File: src/rtl/tfpd_pkg.sv
// Package for the touch frame parser: frame geometry, queue sizing and shared types.
// Used by the channel interfaces and by every module of the block.
package tfpd_pkg;

    localparam int FRAME_LEN    = 7;
    localparam int CNT_W        = $clog2(FRAME_LEN);
    localparam int TRAILER_POS  = 4;
    localparam int QUEUE_DEPTH  = 2;
    localparam int QPTR_W       = $clog2(QUEUE_DEPTH);
    localparam int QCNT_W       = $clog2(QUEUE_DEPTH + 1);
    localparam int CFG_IDX_W    = 8;

    localparam logic [7:0] SOF_RESET    = 8'h68;
    localparam logic [7:0] THRESH_RESET = 8'd2;
    localparam logic [7:0] TRAILER_BYTE = 8'hFF;

    localparam logic [CFG_IDX_W-1:0] REG_START_BYTE     = CFG_IDX_W'(0);
    localparam logic [CFG_IDX_W-1:0] REG_MOVE_THRESHOLD = CFG_IDX_W'(1);

    // One position candidate taken from a frame with a good trailer.
    typedef struct packed {
        logic signed [15:0] x;
        logic signed [15:0] y;
    } cand_t;

    // Push request from the front part into the queue.
    typedef struct packed {
        logic  valid;
        cand_t cand;
    } push_t;

    // Queue status and head item seen by the back part.
    typedef struct packed {
        logic  full;
        logic  not_empty;
        cand_t head;
    } queue_stat_t;

endpackage

File: src/rtl/tfpd_if.sv
// Valid/ready channel interfaces of the touch frame parser.
// Depends on tfpd_pkg for payload widths.
interface tfpd_byte_if;
    logic       valid;
    logic       ready;
    logic [7:0] rx_byte;

    modport source (output valid, output rx_byte, input ready);
    modport sink   (input valid, input rx_byte, output ready);
endinterface

interface tfpd_pos_if;
    logic               valid;
    logic               ready;
    logic signed [15:0] pos_x;
    logic signed [15:0] pos_y;

    modport source (output valid, output pos_x, output pos_y, input ready);
    modport sink   (input valid, input pos_x, input pos_y, output ready);
endinterface

interface tfpd_cfg_if;
    import tfpd_pkg::*;
    logic                 valid;
    logic                 ready;
    logic [CFG_IDX_W-1:0] index;
    logic [7:0]           data;

    modport source (output valid, output index, output data, input ready);
    modport sink   (input valid, input index, input data, output ready);
endinterface

File: src/rtl/touch_frame_parser_deadband.sv
// Top level of the touch frame parser with deadband filtering.
// Depends on tfpd_pkg, tfpd_if, tfpd_front, tfpd_queue and tfpd_back.
//
// The block takes one received byte per item from a display serial link and reports
// touch positions. While hunting it waits for the start byte (register 0, reset 0x68);
// the start byte itself is not kept. It then collects seven frame bytes: bytes 0..1 are
// x and bytes 2..3 are y, both little-endian two's complement, and bytes 4..6 must all
// be 0xFF or the frame is dropped. A good frame yields one output item only if x or y
// differs from the last reported position by more than the threshold (register 1,
// reset 2); the last position starts at (-1, -1) and changes only when an item is
// reported. After every complete frame the block hunts again. One byte is accepted
// every clock cycle; the front part that parses bytes is held up only while the
// two-entry candidate queue is full, which needs the output side to stall. The back
// part tests one candidate per cycle while the output register is free and holds the
// result there; a report is registered in the queue and then in that output register.
// Configuration writes are always accepted; writes to other indexes are ignored.
module touch_frame_parser_deadband (
    input  logic      clk,
    input  logic      rst_n,
    tfpd_byte_if.sink   rx,
    tfpd_pos_if.source  pos,
    tfpd_cfg_if.sink    cfg
);
    import tfpd_pkg::*;

    logic [7:0]  start_byte_reg;
    logic [7:0]  move_threshold_reg;
    push_t       push;
    queue_stat_t qstat;
    logic        pop;

    // The start byte register feeds the front part and the threshold register feeds the back part.
    assign cfg.ready = 1'b1;

    always_ff @(posedge clk or negedge rst_n)
    begin
        if (!rst_n)
        begin
            start_byte_reg     <= SOF_RESET;
            move_threshold_reg <= THRESH_RESET;
        end
        else if (cfg.valid)
        begin
            if (cfg.index == REG_START_BYTE)
            begin
                start_byte_reg <= cfg.data;
            end
            else if (cfg.index == REG_MOVE_THRESHOLD)
            begin
                move_threshold_reg <= cfg.data;
            end
        end
    end

    // The front part parses bytes and pushes frames with a good trailer.
    tfpd_front u_front (
        .clk        (clk),
        .rst_n      (rst_n),
        .rx         (rx),
        .start_byte (start_byte_reg),
        .qstat      (qstat),
        .push       (push)
    );

    // The queue lets the front keep taking bytes while the output is stalled.
    tfpd_queue u_queue (
        .clk   (clk),
        .rst_n (rst_n),
        .push  (push),
        .pop   (pop),
        .qstat (qstat)
    );

    // The back part applies the deadband and drives the output channel.
    tfpd_back u_back (
        .clk            (clk),
        .rst_n          (rst_n),
        .qstat          (qstat),
        .move_threshold (move_threshold_reg),
        .pop            (pop),
        .pos            (pos)
    );

endmodule

File: src/rtl/tfpd_front.sv
// Front part: hunts for the start byte, collects a frame and checks its trailer.
// Depends on tfpd_pkg and tfpd_if; pushes good frames into tfpd_queue.
module tfpd_front (
    input  logic                clk,
    input  logic                rst_n,
    tfpd_byte_if.sink           rx,
    input  logic [7:0]          start_byte,
    input  tfpd_pkg::queue_stat_t qstat,
    output tfpd_pkg::push_t     push
);
    import tfpd_pkg::*;

    logic             in_frame_reg, in_frame_next;
    logic [CNT_W-1:0] count_reg, count_next;
    logic             trailer_ok_reg, trailer_ok_next;
    logic [7:0]       b0_reg, b1_reg, b2_reg;
    // The y high byte arrives at index 3 and is held here until the frame ends.
    logic [7:0]       b3_reg;
    logic             accept;
    logic             last_byte;
    logic             byte_is_trailer;

    // The only byte that pushes is the last one, so holding off on a full queue is enough.
    assign rx.ready        = !qstat.full;
    assign accept          = rx.valid && rx.ready;
    assign last_byte       = (count_reg == CNT_W'(FRAME_LEN - 1));
    assign byte_is_trailer = (rx.rx_byte == TRAILER_BYTE);

    always_comb
    begin
        in_frame_next   = in_frame_reg;
        count_next      = count_reg;
        trailer_ok_next = trailer_ok_reg;
        push.valid      = 1'b0;
        push.cand.x     = {b1_reg, b0_reg};
        push.cand.y     = {b3_reg, b2_reg};
        if (accept)
        begin
            if (!in_frame_reg)
            begin
                if (rx.rx_byte == start_byte)
                begin
                    in_frame_next   = 1'b1;
                    count_next      = '0;
                    trailer_ok_next = 1'b1;
                end
            end
            else if (last_byte)
            begin
                in_frame_next = 1'b0;
                count_next    = '0;
                push.valid    = trailer_ok_reg && byte_is_trailer;
            end
            else
            begin
                count_next = count_reg + CNT_W'(1);
                if (count_reg >= CNT_W'(TRAILER_POS))
                begin
                    trailer_ok_next = trailer_ok_reg && byte_is_trailer;
                end
            end
        end
    end

    always_ff @(posedge clk)
    begin
        if (accept && in_frame_reg)
        begin
            if (count_reg == CNT_W'(0)) b0_reg <= rx.rx_byte;
            if (count_reg == CNT_W'(1)) b1_reg <= rx.rx_byte;
            if (count_reg == CNT_W'(2)) b2_reg <= rx.rx_byte;
            if (count_reg == CNT_W'(3)) b3_reg <= rx.rx_byte;
        end
    end

    always_ff @(posedge clk or negedge rst_n)
    begin
        if (!rst_n)
        begin
            in_frame_reg   <= 1'b0;
            count_reg      <= '0;
            trailer_ok_reg <= 1'b1;
        end
        else
        begin
            in_frame_reg   <= in_frame_next;
            count_reg      <= count_next;
            trailer_ok_reg <= trailer_ok_next;
        end
    end

endmodule

File: src/rtl/tfpd_queue.sv
// Short queue of position candidates between the front and back parts.
// Depends on tfpd_pkg for the candidate type and depth.
module tfpd_queue (
    input  logic                  clk,
    input  logic                  rst_n,
    input  tfpd_pkg::push_t       push,
    input  logic                  pop,
    output tfpd_pkg::queue_stat_t qstat
);
    import tfpd_pkg::*;

    cand_t             mem_reg [QUEUE_DEPTH];
    logic [QPTR_W-1:0] wr_ptr_reg, rd_ptr_reg;
    logic [QCNT_W-1:0] cnt_reg;
    logic              do_push, do_pop;

    assign qstat.full      = (cnt_reg == QCNT_W'(QUEUE_DEPTH));
    assign qstat.not_empty = (cnt_reg != '0);
    assign qstat.head      = mem_reg[rd_ptr_reg];
    assign do_push         = push.valid && !qstat.full;
    assign do_pop          = pop && qstat.not_empty;

    always_ff @(posedge clk)
    begin
        if (do_push)
        begin
            mem_reg[wr_ptr_reg] <= push.cand;
        end
    end

    always_ff @(posedge clk or negedge rst_n)
    begin
        if (!rst_n)
        begin
            wr_ptr_reg <= '0;
            rd_ptr_reg <= '0;
            cnt_reg    <= '0;
        end
        else
        begin
            if (do_push)
            begin
                wr_ptr_reg <= (wr_ptr_reg == QPTR_W'(QUEUE_DEPTH - 1)) ? '0
                                                                      : wr_ptr_reg + QPTR_W'(1);
            end
            if (do_pop)
            begin
                rd_ptr_reg <= (rd_ptr_reg == QPTR_W'(QUEUE_DEPTH - 1)) ? '0
                                                                      : rd_ptr_reg + QPTR_W'(1);
            end
            cnt_reg <= cnt_reg + QCNT_W'(do_push) - QCNT_W'(do_pop);
        end
    end

endmodule

File: src/rtl/tfpd_back.sv
// Back part: deadband test against the last reported position and output register.
// Depends on tfpd_pkg and tfpd_if; pops candidates from tfpd_queue.
module tfpd_back (
    input  logic                  clk,
    input  logic                  rst_n,
    input  tfpd_pkg::queue_stat_t qstat,
    input  logic [7:0]            move_threshold,
    output logic                  pop,
    tfpd_pos_if.source            pos
);
    import tfpd_pkg::*;

    logic               out_valid_reg;
    logic signed [15:0] out_x_reg, out_y_reg;
    logic signed [15:0] last_x_reg, last_y_reg;
    logic signed [16:0] dx, dy;
    logic        [15:0] adx, ady;
    logic               moved;
    logic               out_free;

    // Differences are taken at 17 bits so they never wrap.
    assign dx  = 17'(qstat.head.x) - 17'(last_x_reg);
    assign dy  = 17'(qstat.head.y) - 17'(last_y_reg);
    assign adx = dx[16] ? 16'(-dx) : dx[15:0];
    assign ady = dy[16] ? 16'(-dy) : dy[15:0];
    assign moved = (adx > {8'd0, move_threshold}) || (ady > {8'd0, move_threshold});

    assign out_free = !out_valid_reg || pos.ready;
    assign pop      = qstat.not_empty && out_free;

    assign pos.valid = out_valid_reg;
    assign pos.pos_x = out_x_reg;
    assign pos.pos_y = out_y_reg;

    always_ff @(posedge clk)
    begin
        if (pop && moved)
        begin
            out_x_reg <= qstat.head.x;
            out_y_reg <= qstat.head.y;
        end
    end

    always_ff @(posedge clk or negedge rst_n)
    begin
        if (!rst_n)
        begin
            out_valid_reg <= 1'b0;
            last_x_reg    <= '1;
            last_y_reg    <= '1;
        end
        else
        begin
            if (out_free)
            begin
                out_valid_reg <= pop && moved;
            end
            if (pop && moved)
            begin
                last_x_reg <= qstat.head.x;
                last_y_reg <= qstat.head.y;
            end
        end
    end

endmodule

File: src/flat_wrapper.sv
// flat-port wrapper written by rule: the top's interface ports become plain ports
module touch_frame_parser_deadband_flat import tfpd_pkg::*;
  (clk, rst_n, rx_valid, rx_rx_byte, rx_ready, pos_valid, pos_pos_x, pos_pos_y, pos_ready, cfg_valid, cfg_index, cfg_data, cfg_ready);
  tfpd_byte_if rx_i ();
  tfpd_pos_if pos_i ();
  tfpd_cfg_if cfg_i ();
  input  logic clk;
  input  logic rst_n;
  input wire logic [$bits(rx_i.valid)-1:0] rx_valid;
  input wire logic [$bits(rx_i.rx_byte)-1:0] rx_rx_byte;
  output wire logic [$bits(rx_i.ready)-1:0] rx_ready;
  output wire logic [$bits(pos_i.valid)-1:0] pos_valid;
  output wire logic [$bits(pos_i.pos_x)-1:0] pos_pos_x;
  output wire logic [$bits(pos_i.pos_y)-1:0] pos_pos_y;
  input wire logic [$bits(pos_i.ready)-1:0] pos_ready;
  input wire logic [$bits(cfg_i.valid)-1:0] cfg_valid;
  input wire logic [$bits(cfg_i.index)-1:0] cfg_index;
  input wire logic [$bits(cfg_i.data)-1:0] cfg_data;
  output wire logic [$bits(cfg_i.ready)-1:0] cfg_ready;
  assign rx_i.valid = rx_valid;
  assign rx_i.rx_byte = rx_rx_byte;
  assign rx_ready = rx_i.ready;
  assign pos_valid = pos_i.valid;
  assign pos_pos_x = pos_i.pos_x;
  assign pos_pos_y = pos_i.pos_y;
  assign pos_i.ready = pos_ready;
  assign cfg_i.valid = cfg_valid;
  assign cfg_i.index = cfg_index;
  assign cfg_i.data = cfg_data;
  assign cfg_ready = cfg_i.ready;
  touch_frame_parser_deadband u_core (.clk(clk), .rst_n(rst_n), .rx(rx_i), .pos(pos_i), .cfg(cfg_i));
endmodule
File: config.mk
export PLATFORM = sky130hd
export DESIGN_NAME = touch_frame_parser_deadband_flat
export DESIGN_NICKNAME = d
export VERILOG_FILES = /design/src/rtl/tfpd_pkg.sv /design/src/rtl/tfpd_if.sv /design/src/rtl/touch_frame_parser_deadband.sv /design/src/rtl/tfpd_front.sv /design/src/rtl/tfpd_queue.sv /design/src/rtl/tfpd_back.sv /design/src/flat_wrapper.sv
export SDC_FILE = /design/constraint.sdc
export NUM_CORES = 1
export LEC_CHECK = 0
export BUFFER_PORTS_ARGS = -buffer_cell sky130_fd_sc_hd__buf_2
export CAP_MARGIN = 30
export CORE_UTILIZATION = 57
export DETAILED_ROUTE_END_ITERATION = 7
export PLACE_DENSITY_LB_ADDON = 0.25
export SLEW_MARGIN = 40
export SYNTH_ARGS = -nofsm -noshare
export SYNTH_HDL_FRONTEND = slang
export SYNTH_SLANG_ARGS = --single-unit
File: constraint.sdc
create_clock -name clk -period 15.7 [get_ports clk]
set_clock_uncertainty 0.2 [all_clocks]
set_input_delay 2.355 -clock clk [delete_from_list [all_inputs] [get_ports clk]]
set_output_delay 2.355 -clock clk [all_outputs]
set_load 0.005 [all_outputs]
# --- Word-level counts from Yosys, hierarchy flattened ---
# Memories as Yosys holds them, arrays and structs flattened.
# Cells that the tools add are included.
word_totals:
  reg_bits: 122
  ramBits: 64
  in_bits: 29
  out_inout_bits: 35
  word_cells: 83
  mem_count: 1
classes:
  add_sub_neg: 9
  magnitude_cmp: 3
  eq_ne: 10
  n_mux: 19
  bitwise: 1
  n_reduce_logical: 23
mem_list:
  columns: ["name", "depth", "width", "rd", "rd_clocked_by_memory_dff", "wr", "line", "text"]
  rows:
  - ["u_core.u_queue.mem_reg", 2, 32, 1, 0, 1, "tfpd_queue.sv:12", "cand_t mem_reg [QUEUE_DEPTH];"]
op_table:
  columns: ["cell", "n"]
  rows:
  - ["$sub 16x16->17", 2]
  - ["$gt 16x8->1", 2]
  - ["$mux 16", 2]
  - ["$neg 16->16", 2]
  - ["$mux 1", 14]
  - ["$reduce_and 2->1", 6]
  - ["$mux 3", 3]
  - ["$eq 8x1->1 const B", 1]
  - ["$eq 8x8->1", 1]
  - ["$eq 8x8->1 const B", 1]
  - ["$logic_not 8->1", 1]
  - ["$logic_and 1x1->1", 7]
  - ["$eq 3x2->1 const B", 2]
  - ["$reduce_and 4->1", 1]
  - ["$reduce_bool 2->1", 2]
  - ["$add 3x1->3 const B", 1]
  - ["$eq 3x1->1 const B", 1]
  - ["$eq 3x3->1 const B", 1]
  - ["$ge 3x3->1 const B", 1]
  - ["$logic_not 3->1", 1]
  - ["$reduce_and 3->1", 1]
  - ["$add 1x1->1 const B", 2]
  - ["$add 2x1->2", 1]
  - ["$eq 2x2->1 const B", 1]
  - ["other kinds (6)", 8]

# --- Depth between registers and ports, before layout ---
depth:
  depth_word: 8
  ltp_mapped: 27
  ltp_nobuf: 24

# --- Modules after synthesis ---
# A second synthesis with hierarchy kept.
unflattened:
  hier_cells: 815
  hier_area_um2: 10164.7
by_module_without_submodules:
  columns: ["mod", "instances", "cells_each", "area_each_um2", "seq_area_each_um2"]
  rows:
  - ["tfpd_back", 1, 574, 5442.7, 1826.8]
  - ["tfpd_queue", 1, 118, 2641.3, 2021.9]
  - ["tfpd_front", 1, 83, 1405.1, 1087.3]
  - ["touch_frame_parser_deadband", 1, 40, 675.6, 405.4]

# --- Least setup slack after synthesis ---
# OpenSTA, ideal clock, no wires.
synth_path:
  kind: "register to register"
  from: "register u_core.u_queue.rd_ptr_reg"
  to: "register u_core.u_back.last_x_reg[10]"
  setup_ns: 0.082
  t_arrival_ns: 5.498
  required_time_ns: 15.418
  slack_ns: 9.920
  stages_incl_launch_ff: 25
  n_path_buf: 4
  path_cell_list: "dfrtp_1 -> clkbuf_1 -> clkbuf_1 -> mux2_2 -> ha_1 -> a21o_1 -> a311oi_1 -> nor3_1 -> o22ai_1 -> o221a_2 -> clkbuf_1 -> nor2b_1 -> xnor2_1 -> ha_1 -> a21o_1 -> a21o_1 -> a21oi_1 -> o21ai_0 -> o21ai_0 -> o2111a_1 -> nand4_1 -> and4bb_1 -> a31oi_4 -> buf_6 -> mux2_4"
synth_rtl:
  columns: ["element", "line", "text"]
  rows:
  - ["start: declaration", "tfpd_queue.sv:13", "logic [QPTR_W-1:0] wr_ptr_reg, rd_ptr_reg;"]
  - ["start signal: assignment", "tfpd_queue.sv:48", "rd_ptr_reg <= (rd_ptr_reg == QPTR_W'(QUEUE_DEPTH - 1)) ? '0"]
  - ["end signal: assignment", "tfpd_back.sv:60", "last_x_reg <= qstat.head.x;"]
  - ["end: declaration", "tfpd_back.sv:15", "logic signed [15:0] last_x_reg, last_y_reg;"]

==> results.py <==
metrics = {
    "outcome": {
        "outcome": "completed",
    },
    "global_routing": {
        "grt_use_total_pct": 23.6,
        "gr-usage-met1_pct": 31.4,
        "grt-busiest-layer": "met2",
        "antenna_found_initial": 0,
        "first_global_vias": 6319,
        "grt_first_pass_wirelength_mm": 32.3,
        "grt_max_degree": 66,
        "met3_usage_pct": 4.07,
        "grt_use_met2_pct": 38.7,
        "grt_overflow": 0,
    },
    "sta": {
        "finalSetupViolations": 0,
        "rsz0062_at_grt": "false",
        "tightest_slew_ns": 0.725,
        "fin_ws_ns": 9.02,
        "fin_setup_tns_ns": 0,
        "slew_headroom_pct": 51.7,
        "post-route-min-period_ns": 6.68,
        "clock.fmax_ghz": 0.150,
        "hold_viol_final": 0,
        "drv_slew": 0,
        "min_period_over_period_pct": 42.6,
    },
    "clock_tree": {
        "cts_inserted_buffers": 17,
        "cts_tree": "yes",
        "cts.sinks": 186,
        "cts.repair.resized": 0,
        "clock-root-buffer": "clkbuf_16",
        "insertion_delay_ns": 0.43,
        "ctsHtreeMaxLevel": 4,
        "clock_path_buffers": 2,
        "clk_transition_reported_paths_ns": 0.07,
        "post_cts_buffers": 0,
        "hold_buffers": 0,
    },
    "pwr": {
        "switchingPower_w": 0.000673,
        "clockPowerShare_pct": 22.7,
        "switching_share_pct": 36.7,
        "internal_power_w": 0.00116,
        "p_per_area_mw_per_mm2": 167,
        "power_frac_seq_pct": 33.9,
        "pwr-share-comb_pct": 43.4,
        "power.leakage_nw": 4.11,
        "peakVddDrop_v": 0.0000888,
    },
    "yosys": {
        "synth_top_area_cell": "edfxtp_1",
        "synthArstFlopShare_pct": 31.2,
        "synthTopCellsByArea": "edfxtp_1 39%, dfstp_2 9.9%, ha_1 6.7%",
        "synth-edff-count": 128,
        "synth_top_cells_by_count": "128 x edfxtp_1, 53 x ha_1, 53 x inv_1, 53 x mux2_2, 40 x nand2_1",
        "netlist_area_sq_mm": 0.00984,
        "syn_inst": 768,
        "avgSynthCellArea_sq_um": 12.8,
        "synth_flop_cell": "edfxtp_1",
        "synth_nets": 852,
        "synth_top_cell_area_share_pct": 39.1,
        "synth_most_common_cell": "edfxtp_1",
        "yosysWarnings": 0,
        "yosysUniqueCellTypes": 78,
        "seq_area_frac_synth_pct": 54.3,
        "synth-seq-cells": 186,
    },
    "final_layout": {
        "fin_nets": 920,
        "drive_gt1_share_pct": 28.5,
        "largest_reg_flops": 64,
        "synthToLayoutAreaGrowth_pct": 11.7,
        "nFillCells": 1223,
        "multi_input_area_sq_mm": 0.00420,
        "ff_latch_area_sq_mm": 0.00534,
        "diodes": 0,
    },
    "placed_design": {
        "io_buffers": 62,
        "pre_cts_slack_ns": 9.11,
        "place_hpwl_mm": 14.6,
        "gp_congestion": 0.864,
    },
    "worst_setup_path": {
        "cp-start-kind": "register",
        "r2r-start": "u_core.u_queue.rd_ptr_reg",
        "end_kind": "register",
        "path_class": "reg2reg",
        "required_ns": 15.85,
        "critPathArrivalTime_ns": 6.84,
        "worstPathMaxFanout": 65,
        "startpoint": "u_core.u_queue.rd_ptr_reg",
    },
    "drt": {
        "drc": 0,
        "vias_per_cell": 5.96,
        "wirelength_mm": 20.0,
        "ant_nets": 0,
        "drt-initial-drc-count": 358,
        "dr_total_vias": 6372,
        "drt_pass1_iterations": 5,
        "post_drt_wl_per_cell_um": 18.8,
    },
    "floorplanning": {
        "start_util_pct": 58.9,
        "rows": 47,
        "die-area_sq_mm": 0.0178,
        "die_x_um": 133,
        "die_h_um": 133,
        "io_pins": 64,
        "coreArea_sq_mm": 0.0167,
    },
    "job": {
        "max-cap-violations": 0,
    },
    "worst_hold_path": {
        "hold_start": "u_core.u_front.b3_reg[4]",
        "min_path_type": "reg2reg",
    },
}
[placed cells by master (no fill, tap or decap), types with 4 or more instances in the layout]
cell,count
and2_1,4
mux2_2,53
or3_1,4
xnor2_1,35
nor3_1,13
buf_2,62
inv_1,53
a21o_1,16
o211ai_1,6
inv_8,5
o211a_1,4
xor2_1,13
o21ai_1,5
nand3_1,17
ha_1,53
nor2_1,23
and3_1,8
nand2_1,40
nand4_1,11
o21ai_0,29
mux2_4,28
buf_4,5
o2111a_1,4
nor4_1,6
nand2b_1,11
o21a_1,6
a21oi_1,32
clkbuf_16,17
dfrtp_1,21
edfxtp_1,128
dfstp_2,37
o22ai_1,5
nor2b_1,6
clkinv_4,4
[power groups by stage]
stage          Clock, W  Sequential (W)  Combinational [W]
2_1_floorplan         0        0.000620           0.000640
3_3_place_gp          0        0.000628           0.000752
3_5_place_dp          0        0.000630           0.000784
4_1_cts        0.000424        0.000621           0.000791
5_1_grt        0.000442        0.000627           0.000889
6_report       0.000417        0.000622           0.000797
[path summary, 6_finish.rpt]
| kind | endpoint | slack (ns) | depth (start not counted) |
|---|---|---|---|
| setup reg to reg | u_core.u_back.last_y_reg[0] | 9.02 | 24 |
| hold / removal | u_core.u_queue.mem_reg[1][12] | 0.25 | 0 |
| min in group asynchronous | u_core.start_byte_reg[4] | 1.80 | 2 |
| setup / recovery | u_core.u_back.last_y_reg[0] | 9.02 | 24 |
| hold reg to reg | u_core.u_queue.mem_reg[1][12] | 0.25 | 0 |
| max in group asynchronous | u_core.u_back.last_y_reg[6] | 13.10 | 2 |
[logic make-up (layout without fill, tap and decap cells)]
logic type	count (synthesis)	count (layout)	share of synthesized area [%]
flops	186	186	54.3
other cells	1	1	0.0381
buf+inv	74	155	3.14
mux	84	84	10.6
compound gates	152	152	11.1
xor+xnor	48	48	4.27
fa+ha+maj	55	55	7.15
simple gates	168	168	9.32
[layer usage]
layer | part of all wire, % | wire length [um] | vias up
li1 | - | - | 3010
met1 | 46 | 9130 | 3134
met2 | 48 | 9590 | 191
met3 | 4.0 | 799 | 37
met4 | 2.6 | 522 | 0
met5 | 0 | 0 | -
[through the flow]
stage	instances	hold WS [ns]	power (W)	instance area [sq um]	utilization, %
after floorplan	768	0.221	0.00126	9840	-
after global placement	1037	0.225	0.00138	10400	62.1
after detailed placement	1037	0.233	0.00141	10400	62.2
after CTS	1069	0.251	0.00184	11000	65.7
after global routing	1069	0.260	0.00196	11000	65.8
final	1069	0.249	0.00183	11000	65.8
[critical path, stage by stage, from the launching register on]
cell	delay, ns
dfrtp_1	0.72
mux2_2	0.45
inv_1	0.07
ha_1	0.16
inv_1	0.05
fa_1	0.41
a21o_1	0.23
a311oi_1	0.55
nor3_1	0.13
o22ai_1	0.39
o221a_2	0.47
nor2b_1	0.22
xnor2_1	0.09
ha_1	0.30
o21ai_0	0.08
nand2b_1	0.07
a21oi_1	0.06
o21ai_0	0.14
o21ai_0	0.12
o2111a_1	0.16
nand4_1	0.06
and4bb_1	0.24
a31oi_4	0.18
buf_6	0.53
mux2_2	0.41
[area by class of cell]
cell class	count	area share (%)
flip-flops and latches	186	48.6
clock buffers	18	4.00
repair buffers	69	3.37
multi-input cells	508	38.3
clock inverters	14	1.39
well taps	220	2.51
inverters	54	1.85
No activity file was read; power rests on OpenSTA's default activity.
